### config.mk
export PLATFORM = sky130hd
export DESIGN_NAME = nearest_neighbor_scale_address_gen_core
export DESIGN_NICKNAME = d
export VERILOG_FILES = /design/src/rtl/core/nnsag_pkg.sv /design/src/rtl/core/nearest_neighbor_scale_address_gen_core.sv /design/src/rtl/core/nnsag_scale.sv /design/src/rtl/core/nnsag_mac.sv
export SDC_FILE = /design/constraint.sdc
export NUM_CORES = 1
export LEC_CHECK = 0
export BUFFER_PORTS_ARGS = -buffer_cell sky130_fd_sc_hd__buf_4
export CAP_MARGIN = 5
export CORE_AREA = 2 2 225 227
export DETAILED_ROUTE_END_ITERATION = 16
export DIE_AREA = 0 0 227 229
export GPL_ROUTABILITY_DRIVEN = 0
export PLACE_DENSITY = 0.71
export SKIP_LAST_GASP = 1
export SYNTH_ARGS = -nofsm -noshare
export SYNTH_HDL_FRONTEND = slang
export SYNTH_SLANG_ARGS = --single-unit
### constraint.sdc
create_clock -name aclk -period 12.25 [get_ports aclk]
set_clock_uncertainty 0.1 [all_clocks]
set_input_delay 3.675 -clock aclk [delete_from_list [all_inputs] [get_ports aclk]]
set_output_delay 3.675 -clock aclk [all_outputs]
set_load 0.05 [all_outputs]
### src/rtl/core/nnsag_pkg.sv
// Shared types and constants of the nearest-neighbour scale address generator
package nnsag_pkg;

    localparam int CNT_W         = 12;
    localparam int ORG_W         = 12;
    localparam int DIM_W         = 13;
    localparam int PROD_W        = CNT_W + DIM_W;
    localparam int REM_W         = DIM_W - 1;
    localparam int STEP_W        = $clog2(PROD_W);
    localparam int MAC_STEP_W    = $clog2(DIM_W);
    localparam int OUT_W         = 24;
    localparam int ADDR_BITS_DEF = 24;
    localparam int CFG_IDX_W     = 4;
    localparam int CFG_DATA_W    = 16;

    localparam logic [DIM_W-1:0] DIM_MAX        = 13'd4096;
    localparam logic [DIM_W-1:0] SRC_STRIDE_RST = 13'd256;

    typedef enum logic [CFG_IDX_W-1:0] {
        REG_SRC_ORIGIN_X = 4'd0,
        REG_SRC_ORIGIN_Y = 4'd1,
        REG_SRC_STRIDE   = 4'd2,
        REG_SRC_WIDTH    = 4'd3,
        REG_SRC_HEIGHT   = 4'd4,
        REG_DST_WIDTH    = 4'd5,
        REG_DST_HEIGHT   = 4'd6,
        REG_DST_STRIDE   = 4'd7
    } cfg_reg_t;

    typedef enum logic [1:0] {
        ST_IDLE,
        ST_SCALE,
        ST_SUM,
        ST_OUT
    } ctrl_state_t;

    typedef enum logic [1:0] {
        SC_IDLE,
        SC_MUL,
        SC_DIV
    } scale_phase_t;

    typedef struct packed {
        logic             start;
        logic [CNT_W-1:0] num;
        logic [DIM_W-1:0] mul;
        logic [DIM_W-1:0] den;
    } scale_req_t;

    typedef struct packed {
        logic              start;
        logic [ORG_W-1:0]  org_x;
        logic [PROD_W-1:0] xs;
        logic [ORG_W-1:0]  org_y;
        logic [PROD_W-1:0] ys;
        logic [DIM_W-1:0]  stride;
    } mac_req_t;

endpackage

### src/rtl/core/nearest_neighbor_scale_address_gen_core.sv
// Top level of the nearest-neighbour scale address generator.
// Each input passes through the scalers (13 multiply steps and 25 divide steps),
// then the address sum (13 steps), then the output register. A new input is
// accepted only once the serial scale and sum units have delivered the previous result.
// Reset: synchronous active-low aresetn clears counters, pointer and control, and
// returns the config registers to their defaults.
module nearest_neighbor_scale_address_gen_core
    import nnsag_pkg::*;
#(
    parameter int ADDR_BITS = ADDR_BITS_DEF
) (
    input  logic                  aclk,
    input  logic                  aresetn,
    input  logic                  s_valid,
    output logic                  s_ready,
    input  logic                  s_restart,
    output logic                  m_valid,
    input  logic                  m_ready,
    output logic [OUT_W-1:0]      m_src_addr,
    output logic [OUT_W-1:0]      m_dst_addr,
    output logic                  m_row_end,
    output logic                  m_frame_end,
    input  logic                  cfg_valid,
    output logic                  cfg_ready,
    input  logic [CFG_IDX_W-1:0]  cfg_index,
    input  logic [CFG_DATA_W-1:0] cfg_data
);

    ctrl_state_t state_reg, state_next;

    logic [ORG_W-1:0] src_origin_x_reg, src_origin_x_next;
    logic [ORG_W-1:0] src_origin_y_reg, src_origin_y_next;
    logic [DIM_W-1:0] src_stride_reg, src_stride_next;
    logic [DIM_W-1:0] src_width_reg, src_width_next;
    logic [DIM_W-1:0] src_height_reg, src_height_next;
    logic [DIM_W-1:0] dst_width_reg, dst_width_next;
    logic [DIM_W-1:0] dst_height_reg, dst_height_next;
    logic [DIM_W-1:0] dst_stride_reg, dst_stride_next;

    logic [CNT_W-1:0]     col_reg, col_next;
    logic [CNT_W-1:0]     row_reg, row_next;
    logic [ADDR_BITS-1:0] ptr_reg, ptr_next;

    logic [ADDR_BITS-1:0] item_dst_reg;
    logic                 item_rend_reg;
    logic                 item_fend_reg;

    logic                 m_valid_reg, m_valid_next;
    logic [OUT_W-1:0]     m_src_addr_reg;
    logic [OUT_W-1:0]     m_dst_addr_reg;
    logic                 m_row_end_reg;
    logic                 m_frame_end_reg;

    logic                 s_fire;
    logic                 out_load;
    logic                 mac_start;
    logic [CNT_W-1:0]     col_cur;
    logic [CNT_W-1:0]     row_cur;
    logic [ADDR_BITS-1:0] ptr_cur;
    logic [DIM_W-1:0]     dw;
    logic [DIM_W-1:0]     dh;
    logic                 rend;
    logic                 fend;

    scale_req_t           x_req;
    scale_req_t           y_req;
    mac_req_t             m_req;
    logic                 x_done;
    logic                 y_done;
    logic [PROD_W-1:0]    xs;
    logic [PROD_W-1:0]    ys;
    logic                 mac_done;
    logic [ADDR_BITS-1:0] mac_addr;

    assign s_fire    = s_valid && s_ready;
    assign cfg_ready = 1'b1;

    always_comb begin
        src_origin_x_next = src_origin_x_reg;
        src_origin_y_next = src_origin_y_reg;
        src_stride_next   = src_stride_reg;
        src_width_next    = src_width_reg;
        src_height_next   = src_height_reg;
        dst_width_next    = dst_width_reg;
        dst_height_next   = dst_height_reg;
        dst_stride_next   = dst_stride_reg;
        if (cfg_valid && cfg_ready) begin
            unique case (cfg_reg_t'(cfg_index))
                REG_SRC_ORIGIN_X: src_origin_x_next = cfg_data[ORG_W-1:0];
                REG_SRC_ORIGIN_Y: src_origin_y_next = cfg_data[ORG_W-1:0];
                REG_SRC_STRIDE:   src_stride_next   = cfg_data[DIM_W-1:0];
                REG_SRC_WIDTH:    src_width_next    = cfg_data[DIM_W-1:0];
                REG_SRC_HEIGHT:   src_height_next   = cfg_data[DIM_W-1:0];
                REG_DST_WIDTH:    dst_width_next    = cfg_data[DIM_W-1:0];
                REG_DST_HEIGHT:   dst_height_next   = cfg_data[DIM_W-1:0];
                REG_DST_STRIDE:   dst_stride_next   = cfg_data[DIM_W-1:0];
                default: ;
            endcase
        end
    end

    // clamp destination size to 1..4096
    always_comb begin
        if (dst_width_reg == '0) begin
            dw = DIM_W'(1);
        end else if (dst_width_reg > DIM_MAX) begin
            dw = DIM_MAX;
        end else begin
            dw = dst_width_reg;
        end
        if (dst_height_reg == '0) begin
            dh = DIM_W'(1);
        end else if (dst_height_reg > DIM_MAX) begin
            dh = DIM_MAX;
        end else begin
            dh = dst_height_reg;
        end
    end

    assign col_cur = s_restart ? '0 : col_reg;
    assign row_cur = s_restart ? '0 : row_reg;
    assign ptr_cur = s_restart ? '0 : ptr_reg;
    assign rend    = ({1'b0, col_cur} >= (dw - DIM_W'(1)));
    assign fend    = rend && ({1'b0, row_cur} >= (dh - DIM_W'(1)));

    always_comb begin
        col_next = col_reg;
        row_next = row_reg;
        ptr_next = ptr_reg;
        if (s_fire) begin
            if (fend) begin
                col_next = '0;
                row_next = '0;
                ptr_next = '0;
            end else if (rend) begin
                col_next = '0;
                row_next = row_cur + CNT_W'(1);
                ptr_next = ptr_cur + ADDR_BITS'(1) + ADDR_BITS'(dst_stride_reg)
                         - ADDR_BITS'(dw);
            end else begin
                col_next = col_cur + CNT_W'(1);
                row_next = row_cur;
                ptr_next = ptr_cur + ADDR_BITS'(1);
            end
        end
    end

    always_comb begin
        state_next = state_reg;
        unique case (state_reg)
            ST_IDLE: begin
                if (s_fire) begin
                    state_next = ST_SCALE;
                end
            end
            ST_SCALE: begin
                if (x_done && y_done) begin
                    state_next = ST_SUM;
                end
            end
            ST_SUM: begin
                if (mac_done) begin
                    state_next = ST_OUT;
                end
            end
            ST_OUT: begin
                if (!m_valid_reg || m_ready) begin
                    state_next = ST_IDLE;
                end
            end
            default: state_next = ST_IDLE;
        endcase
    end

    always_comb begin
        s_ready   = 1'b0;
        mac_start = 1'b0;
        out_load  = 1'b0;
        unique case (state_reg)
            ST_IDLE:  s_ready   = 1'b1;
            ST_SCALE: mac_start = x_done && y_done;
            ST_SUM:   ;
            ST_OUT:   out_load  = !m_valid_reg || m_ready;
            default:  ;
        endcase
    end

    assign x_req = '{start: s_fire, num: col_cur, mul: src_width_reg, den: dw};
    assign y_req = '{start: s_fire, num: row_cur, mul: src_height_reg, den: dh};
    assign m_req = '{start: mac_start, org_x: src_origin_x_reg, xs: xs,
                     org_y: src_origin_y_reg, ys: ys, stride: src_stride_reg};

    nnsag_scale u_scale_x (
        .aclk    (aclk),
        .aresetn (aresetn),
        .req     (x_req),
        .done    (x_done),
        .quo     (xs)
    );

    nnsag_scale u_scale_y (
        .aclk    (aclk),
        .aresetn (aresetn),
        .req     (y_req),
        .done    (y_done),
        .quo     (ys)
    );

    nnsag_mac #(
        .ADDR_BITS (ADDR_BITS)
    ) u_mac (
        .aclk    (aclk),
        .aresetn (aresetn),
        .req     (m_req),
        .done    (mac_done),
        .addr    (mac_addr)
    );

    assign m_valid_next = out_load || (m_valid_reg && !m_ready);

    always_ff @(posedge aclk) begin
        if (!aresetn) begin
            state_reg        <= ST_IDLE;
            m_valid_reg      <= 1'b0;
            col_reg          <= '0;
            row_reg          <= '0;
            ptr_reg          <= '0;
            src_origin_x_reg <= '0;
            src_origin_y_reg <= '0;
            src_stride_reg   <= SRC_STRIDE_RST;
            src_width_reg    <= DIM_W'(1);
            src_height_reg   <= DIM_W'(1);
            dst_width_reg    <= DIM_W'(1);
            dst_height_reg   <= DIM_W'(1);
            dst_stride_reg   <= DIM_W'(1);
        end else begin
            state_reg        <= state_next;
            m_valid_reg      <= m_valid_next;
            col_reg          <= col_next;
            row_reg          <= row_next;
            ptr_reg          <= ptr_next;
            src_origin_x_reg <= src_origin_x_next;
            src_origin_y_reg <= src_origin_y_next;
            src_stride_reg   <= src_stride_next;
            src_width_reg    <= src_width_next;
            src_height_reg   <= src_height_next;
            dst_width_reg    <= dst_width_next;
            dst_height_reg   <= dst_height_next;
            dst_stride_reg   <= dst_stride_next;
        end
    end

    always_ff @(posedge aclk) begin
        if (s_fire) begin
            item_dst_reg  <= ptr_cur;
            item_rend_reg <= rend;
            item_fend_reg <= fend;
        end
        if (out_load) begin
            m_src_addr_reg  <= OUT_W'(mac_addr);
            m_dst_addr_reg  <= OUT_W'(item_dst_reg);
            m_row_end_reg   <= item_rend_reg;
            m_frame_end_reg <= item_fend_reg;
        end
    end

    assign m_valid     = m_valid_reg;
    assign m_src_addr  = m_src_addr_reg;
    assign m_dst_addr  = m_dst_addr_reg;
    assign m_row_end   = m_row_end_reg;
    assign m_frame_end = m_frame_end_reg;

endmodule

### src/rtl/core/nnsag_scale.sv
// Bit-serial scaler: floor(num * mul / den) by shift-add multiply then restoring divide
module nnsag_scale
    import nnsag_pkg::*;
(
    input  logic              aclk,
    input  logic              aresetn,
    input  scale_req_t        req,
    output logic              done,
    output logic [PROD_W-1:0] quo
);

    scale_phase_t      phase_reg, phase_next;
    logic [STEP_W-1:0] cnt_reg, cnt_next;
    logic              done_reg, done_next;
    logic [CNT_W-1:0]  a_reg, a_next;
    logic [DIM_W-1:0]  d_reg, d_next;
    logic [DIM_W-1:0]  hi_reg, hi_next;
    logic [DIM_W-1:0]  lo_reg, lo_next;
    logic [PROD_W-1:0] dvd_reg, dvd_next;
    logic [REM_W-1:0]  rem_reg, rem_next;
    logic [DIM_W:0]    sum;
    logic [DIM_W-1:0]  trial;
    logic              ge;
    logic              mul_last;
    logic              div_last;

    assign mul_last = (cnt_reg == STEP_W'(DIM_W - 1));
    assign div_last = (cnt_reg == STEP_W'(PROD_W - 1));
    assign sum      = {1'b0, hi_reg} + (lo_reg[0] ? (DIM_W + 1)'(a_reg) : '0);
    assign trial    = {rem_reg, dvd_reg[PROD_W-1]};
    assign ge       = (trial >= d_reg);

    always_comb begin
        phase_next = phase_reg;
        unique case (phase_reg)
            SC_IDLE: begin
                if (req.start) begin
                    phase_next = SC_MUL;
                end
            end
            SC_MUL: begin
                if (mul_last) begin
                    phase_next = SC_DIV;
                end
            end
            SC_DIV: begin
                if (div_last) begin
                    phase_next = SC_IDLE;
                end
            end
            default: phase_next = SC_IDLE;
        endcase
    end

    always_comb begin
        cnt_next  = cnt_reg;
        done_next = 1'b0;
        a_next    = a_reg;
        d_next    = d_reg;
        hi_next   = hi_reg;
        lo_next   = lo_reg;
        dvd_next  = dvd_reg;
        rem_next  = rem_reg;
        unique case (phase_reg)
            SC_IDLE: begin
                if (req.start) begin
                    a_next   = req.num;
                    d_next   = req.den;
                    hi_next  = '0;
                    lo_next  = req.mul;
                    cnt_next = '0;
                end
            end
            SC_MUL: begin
                hi_next  = sum[DIM_W:1];
                lo_next  = {sum[0], lo_reg[DIM_W-1:1]};
                cnt_next = cnt_reg + STEP_W'(1);
                if (mul_last) begin
                    dvd_next = {hi_next[CNT_W-1:0], lo_next};
                    rem_next = '0;
                    cnt_next = '0;
                end
            end
            SC_DIV: begin
                rem_next = ge ? REM_W'(trial - d_reg) : trial[REM_W-1:0];
                dvd_next = {dvd_reg[PROD_W-2:0], ge};
                cnt_next = cnt_reg + STEP_W'(1);
                if (div_last) begin
                    done_next = 1'b1;
                    cnt_next  = '0;
                end
            end
            default: cnt_next = '0;
        endcase
    end

    always_ff @(posedge aclk) begin
        if (!aresetn) begin
            phase_reg <= SC_IDLE;
            cnt_reg   <= '0;
            done_reg  <= 1'b0;
        end else begin
            phase_reg <= phase_next;
            cnt_reg   <= cnt_next;
            done_reg  <= done_next;
        end
    end

    always_ff @(posedge aclk) begin
        a_reg   <= a_next;
        d_reg   <= d_next;
        hi_reg  <= hi_next;
        lo_reg  <= lo_next;
        dvd_reg <= dvd_next;
        rem_reg <= rem_next;
    end

    assign done = done_reg;
    assign quo  = dvd_reg;

endmodule

### src/rtl/core/nnsag_mac.sv
// Bit-serial source address sum: org_x + xs + (org_y + ys) * stride, modulo the address width
module nnsag_mac
    import nnsag_pkg::*;
#(
    parameter int ADDR_BITS = ADDR_BITS_DEF
) (
    input  logic                 aclk,
    input  logic                 aresetn,
    input  mac_req_t             req,
    output logic                 done,
    output logic [ADDR_BITS-1:0] addr
);

    logic                  busy_reg, busy_next;
    logic                  done_reg, done_next;
    logic [MAC_STEP_W-1:0] cnt_reg, cnt_next;
    logic [ADDR_BITS-1:0]  acc_reg, acc_next;
    logic [ADDR_BITS-1:0]  m_reg, m_next;
    logic [DIM_W-1:0]      s_reg, s_next;
    logic                  last;

    assign last = (cnt_reg == MAC_STEP_W'(DIM_W - 1));

    always_comb begin
        busy_next = busy_reg;
        done_next = 1'b0;
        cnt_next  = cnt_reg;
        acc_next  = acc_reg;
        m_next    = m_reg;
        s_next    = s_reg;
        if (busy_reg) begin
            if (s_reg[0]) begin
                acc_next = acc_reg + m_reg;
            end
            m_next   = {m_reg[ADDR_BITS-2:0], 1'b0};
            s_next   = {1'b0, s_reg[DIM_W-1:1]};
            cnt_next = cnt_reg + MAC_STEP_W'(1);
            if (last) begin
                busy_next = 1'b0;
                done_next = 1'b1;
                cnt_next  = '0;
            end
        end else if (req.start) begin
            busy_next = 1'b1;
            cnt_next  = '0;
            acc_next  = ADDR_BITS'(req.org_x) + ADDR_BITS'(req.xs);
            m_next    = ADDR_BITS'(req.org_y) + ADDR_BITS'(req.ys);
            s_next    = req.stride;
        end
    end

    always_ff @(posedge aclk) begin
        if (!aresetn) begin
            busy_reg <= 1'b0;
            done_reg <= 1'b0;
            cnt_reg  <= '0;
        end else begin
            busy_reg <= busy_next;
            done_reg <= done_next;
            cnt_reg  <= cnt_next;
        end
    end

    always_ff @(posedge aclk) begin
        acc_reg <= acc_next;
        m_reg   <= m_next;
        s_reg   <= s_next;
    end

    assign done = done_reg;
    assign addr = acc_reg;

endmodule

Word-level counts from Yosys, hierarchy flattened. Index checks and enable logic that the tools add are counted.

$add $sub $neg: 17. Multiplexer cells: 69. Magnitude comparators: 6. Eq/ne operators: 30. Reduce and logical (&&, ||, !) cells: 40.

Operators with widths (count): $mux 24 (8); $mux 12 (14); $pmux 13 s2 (4); $pmux 25 s2 (2); $mux 13 (7); $mux 25 (2); $add 12x24->24 (2); $pmux 12 s2 (2); $reduce_and 2->1 (18); $pmux 5 s3 (2); $add 13x14->14 (2); $ge 12x13->1 (2); $ge 13x13->1 (2); $gt 13x13->1 const B (2); $logic_not 13->1 (2); $sub 13x1->13 const B (2); $mux 5 (5); $add 12x1->12 const B (2); $add 24x1->24 const B (1); $add 24x13->24 (1); $add 24x24->24 (1); $sub 12x12->12 (2); $sub 24x13->24 (1); $eq 4x3->1 const B (4); other kinds (24) (72).

Register bits after elaboration: 488. Bits of input ports: 26.

Logic depth before layout (Yosys ltp).
Depth in word-level cells: 7. Gate-level depth with buffers: 24. Mapped depth without buffers: 20.

Cells and area by module. Synthesis repeated with hierarchy kept, for this count alone.

Cells, all modules: 2723. Area total of the unflattened synthesis: 27597.7 um^2.

By module, submodules not included: nearest_neighbor_scale_address_gen_core (cells an instance 1289, area each 11891.4 um^2, times used 1, sequential area each 5345.1 um^2); nnsag_mac (cells an instance 579, area each 5501.5 um^2, times used 1, sequential area each 1931.9 um^2); nnsag_scale at u_scale_x (cells an instance 441, area each 5195.0 um^2, times used 1, sequential area each 2802.7 um^2); nnsag_scale at u_scale_y (cells an instance 414, area each 5009.8 um^2, times used 1, sequential area each 2802.7 um^2).

Least setup slack after synthesis. Ideal clock, no wire load.

Kind: input to register. From: input port s_restart. To: register ptr_reg[23]. Slack: 3717 ps. Setup time: 60 ps. Arrival time: 8372 ps. Buffers on the path: 5. Stages on the path: 23. Path through: clkbuf_2 clkbuf_1 buf_2 buf_2 buf_2 nor2b_1 ha_1 nand4_2 nor4b_4 and3_4 and3_2 xnor2_1 fa_1 inv_1 ha_1 and3_1 nand3_1 o311ai_2 a21oi_1 o41ai_2 xor2_1 a211o_1 nand3_2.

Word-level cells in the longest chain between the ends: 6. Elaborated cells on any way between the ends: 11.

RTL lines: start, declared (RTL line nearest_neighbor_scale_address_gen_core.sv:16) `input logic s_restart,`; $mux 24 * (RTL line nearest_neighbor_scale_address_gen_core.sv:122) `assign ptr_cur = s_restart ? '0 : ptr_reg;`; via ptr_cur[0] (RTL line nearest_neighbor_scale_address_gen_core.sv:59) `logic [ADDR_BITS-1:0] ptr_cur;`; $add 24x1->24 * (RTL line nearest_neighbor_scale_address_gen_core.sv:138, nearest_neighbor_scale_address_gen_core.sv:143); $add 24x13->24 (RTL line nearest_neighbor_scale_address_gen_core.sv:138) `ptr_next = ptr_cur + ADDR_BITS'(1) + ADDR_BITS'(dst_stride_reg)`; $sub 24x13->24 (RTL line nearest_neighbor_scale_address_gen_core.sv:139) `- ADDR_BITS'(dw);`; $mux 24 * (RTL line nearest_neighbor_scale_address_gen_core.sv:135) `end else if (rend) begin`; $mux 24 * (RTL line nearest_neighbor_scale_address_gen_core.sv:131) `if (fend) begin`; end signal, assigned (RTL line nearest_neighbor_scale_address_gen_core.sv:241) `ptr_reg <= ptr_next;`; end, declared (RTL line nearest_neighbor_scale_address_gen_core.sv:42) `logic [ADDR_BITS-1:0] ptr_reg, ptr_next;`.

The timed path passes the listed nets; every way through them passes the cells marked *. A chain may end at the register's enable or synchronous reset.

Worst setup path in the final report.
From: input port s_restart. To: register ptr_reg[21].

Same word-level chain as after synthesis.

==> metrics <==
status=completed; Final Slew Violations=0; Max Used Layer=met4; syn_area_per_cell=10.4 um2; Reg area=12,900 um2; sw power=1.99 mW; filler cell count=4,148; setup repair bufs after CTS=0; Mapped Area=26,900 um2; share of cells above drive strength 1=10.8%; Slew @ Worst Pin=1.19 ns; Core Area=49,700 um2; unrepaired setup endpoints after global routing=false; Clock Power Share=26.4%; met3 WL post-DR=3.40 mm; post-synthesis adder-cell area fraction=9.21%; Net Count, Synth=2,812; Clock transition at path regs=0.06 ns; Post-DP HPWL=44.2 mm; CP max stage cell=fa_1; worst-skew pair later-pin latency=0.60 ns; via/cell ratio=5.76; Slew HR=20.2%; Worst EP arrival=8.50 ns; Yosys warning total=0; crit-path cells=buf_4 -> nor2b_1 -> ha_1 -> nand4_2 -> nor4b_4 -> and3_4 -> and3_2 -> xnor2_1 -> fa_1 -> inv_1 -> ha_1 -> and3_1 -> nand3_1 -> o311ai_2 -> a21oi_1 -> nor3_1 -> mux2i_1 -> a21oi_1 -> a221o_1; period utilisation layout=66.2%; Routed Antenna Nets=0; Max IR drop VDD=124 uV; post-route DRC violation count=0; Post-synth ARST share=0%; Vert. Die Dim=229 um; DR pass1 iterations=5; worst min path class=reg2reg; vias=19,319; Max clock buf depth=3; CP max FO=63; Multi-input gate area=13,000 um2; grt total ovfl=0; Crit. End Element=flip-flop; Fin. Hold Viols=0; io pins=79; Root Buffer=clkbuf_16; register area share after synthesis=47.9%; WL final=63.0 mm; Compound-Gate Fraction of Synth Area=11.9%; die outline width=227 um; Rows=82; Post-Place Worst Slack=3.61 ns; # hold bufs at CTS=0; Syn Inst Count=2,600; switch share=34.3%; fmax=123 MHz; Gate power share=33.9%; Max Cap Viol=0; initial antenna violation count=1; worst reg2reg path depth=16; PwrDens=195 nW/um2; met2 wire length=30.0 mm; P_leak=11.8 nW; Flop pwr share=39.8%; Internal=3.81 mW; final net count=2,852; GRT Util Overall=24.2%; final setup violation count=0; CP Launch Type=primary input; EDFF count, synth=311; largest family of logic cells by synthesized area=simple AND/OR/NAND/NOR gates; post-synthesis mux area share=6.17%; Post-Synth Simple-Gate Area=15.7%; count of different cell masters after synthesis=100; Worst Setup Path Type=in2reg; Starting Density=54.2%; #FFs+latches synth=488; total CTS buffers=51; die footprint=52,000 um2; CTS tree=done; final core utilization=59.8%; Post-Synth XOR/XNOR Area=5.04%; Layout area overhead=10.3%; # clock sinks=488; setup ws final=4.14 ns; Synth Flop Type=edfxtp_1; first-pass GRT wire length=99.9 mm; DR WL/cell=18.8 um; slowest stage delay, CP=0.50 ns; WL met1=27.6 mm; # resized after CTS=0; setup TNS=0 ns; hold path cells=0; required time worst endpoint=12.64 ns; largest net degree at the start of global routing=76; 1st-iter DRT viols=1,406; IO buf count=74; vias in the first global route=19,010; htree depth=2; min cycle time layout=8.11 ns
-- final cells by class --
class,count,share of cell area (%)
clock buffer,72,4.95
timing repair buffer,91,2.30
sequential,488,43.4
multi-input combinational,1840,43.8
inverter,168,2.13
antenna,1,0.00843
tap,672,2.83
clock inverter,23,0.573
-- stage by stage --
| step | hold WS [ns] | cells | power [mW] | area (um2) |
|---|---|---|---|---|
| after detailed placement | 0.307 | 3259 | 4.27 | 28000 |
| after global placement | 0.311 | 3259 | 4.20 | 28000 |
| final | 0.320 | 3355 | 5.79 | 29700 |
| after global routing | 0.327 | 3354 | 6.11 | 29700 |
| after floorplan | 0.300 | 2600 | 3.81 | 26900 |
| after CTS | 0.323 | 3354 | 5.82 | 29700 |
-- critical path: cells and delay by family --
family / cells / cell delay (ns)
AO/OA/AOI/OAI: 4 / 0.99
adder cells (fa/ha/maj): 3 / 1.14
XOR/XNOR: 1 / 0.11
multiplexers: 1 / 0.21
buffers and inverters: 2 / 0.35
AND/OR/NAND/NOR: 8 / 2.00
-- cells by family (layout without fill, tap and decap cells) --
kind of cell | Yosys count | after routing
flops | 488 | 488
buf+inv | 272 | 354
simple gates | 843 | 843
mux | 158 | 158
fa+ha+maj | 186 | 186
xor+xnor | 154 | 154
other cells | 1 | 2
compound gates | 498 | 498
-- synth_stat cells, drive strengths merged (9+ instances only) --
cell type	instances	area share [%]
a211oi	16	0.45
a21o	37	1.0
a21oi	148	2.8
a311oi	12	0.39
a31oi	19	0.44
and2	37	0.87
and3	40	0.95
buf	31	0.60
clkbuf	72	1.0
dfxtp	177	13
edfxtp	311	35
fa	20	1.5
ha	166	7.7
inv	168	2.3
mux2	64	2.7
mux2i	94	3.5
nand2	232	3.3
nand2b	23	0.56
nand3	54	1.1
nand3b	9	0.25
nand4	18	0.44
nor2	220	3.1
nor2b	86	2.0
nor3	44	0.94
nor3b	13	0.36
nor4	9	0.27
o21a	18	0.50
o21ai	132	2.5
o21bai	14	0.39
o22ai	10	0.23
o31ai	11	0.31
or2	10	0.24
or3	21	0.51
xnor2	88	2.9
xor2	66	2.2
-- cells in the final DEF (no fill, tap or decap), types with 10 or more instances in the layout --
cell type  Yosys  final
o21ai_0      119    119
a31oi_1       19     19
o22ai_1       10     10
mux2_2        64     64
xor2_1        65     65
o31ai_1       11     11
nor2b_1       86     85
inv_1        167    165
nand2_1      230    230
fa_1          20     20
a211oi_1      16     16
nand4_1       17     17
nand3_1       52     52
a21oi_1      148    148
and2_1        36     36
xnor2_1       88     88
clkinv_2       0     14
a21o_1        37     37
dfxtp_1      177    176
nor3b_1       13     11
o21bai_1      14     12
and3_1        38     38
mux2i_1       94     94
clkbuf_16      0     53
nand2b_1      22     22
o21ai_1       11     11
nor3_1        40     40
ha_1         166    166
edfxtp_1     311    311
clkbuf_1      70     12
or3_1         20     20
nor2_1       218    218
buf_4          3     91
o21a_1        18     18
a311oi_1      12     12
-- metal layers --
layer / track usage (%) / vias to the layer above
met5: 0 / -
met4: 8.03 / 0
met3: 3.63 / 105
met1: 32.1 / 9310
li1: - / 9357
met2: 40.6 / 547
-- final timing paths --
kind              slack, ns               from              to
setup / recovery       4.14          s_restart     ptr_reg[21]
hold / removal         0.32   item_dst_reg[22]  m_dst_addr[22]
setup reg to reg       7.22  dst_width_reg[12]      col_reg[4]
hold reg to reg        0.32   item_dst_reg[22]  m_dst_addr[22]
-- power groups by stage --
stage	registers [mW]	clock network, mW	logic, mW
floorplan	2.33	0	1.48
global placement	2.32	0	1.88
detailed placement	2.33	0	1.94
CTS	2.30	1.56	1.96
global route	2.33	1.61	2.17
finish	2.30	1.53	1.96
Note: power is estimated with default switching activity, not from simulation.
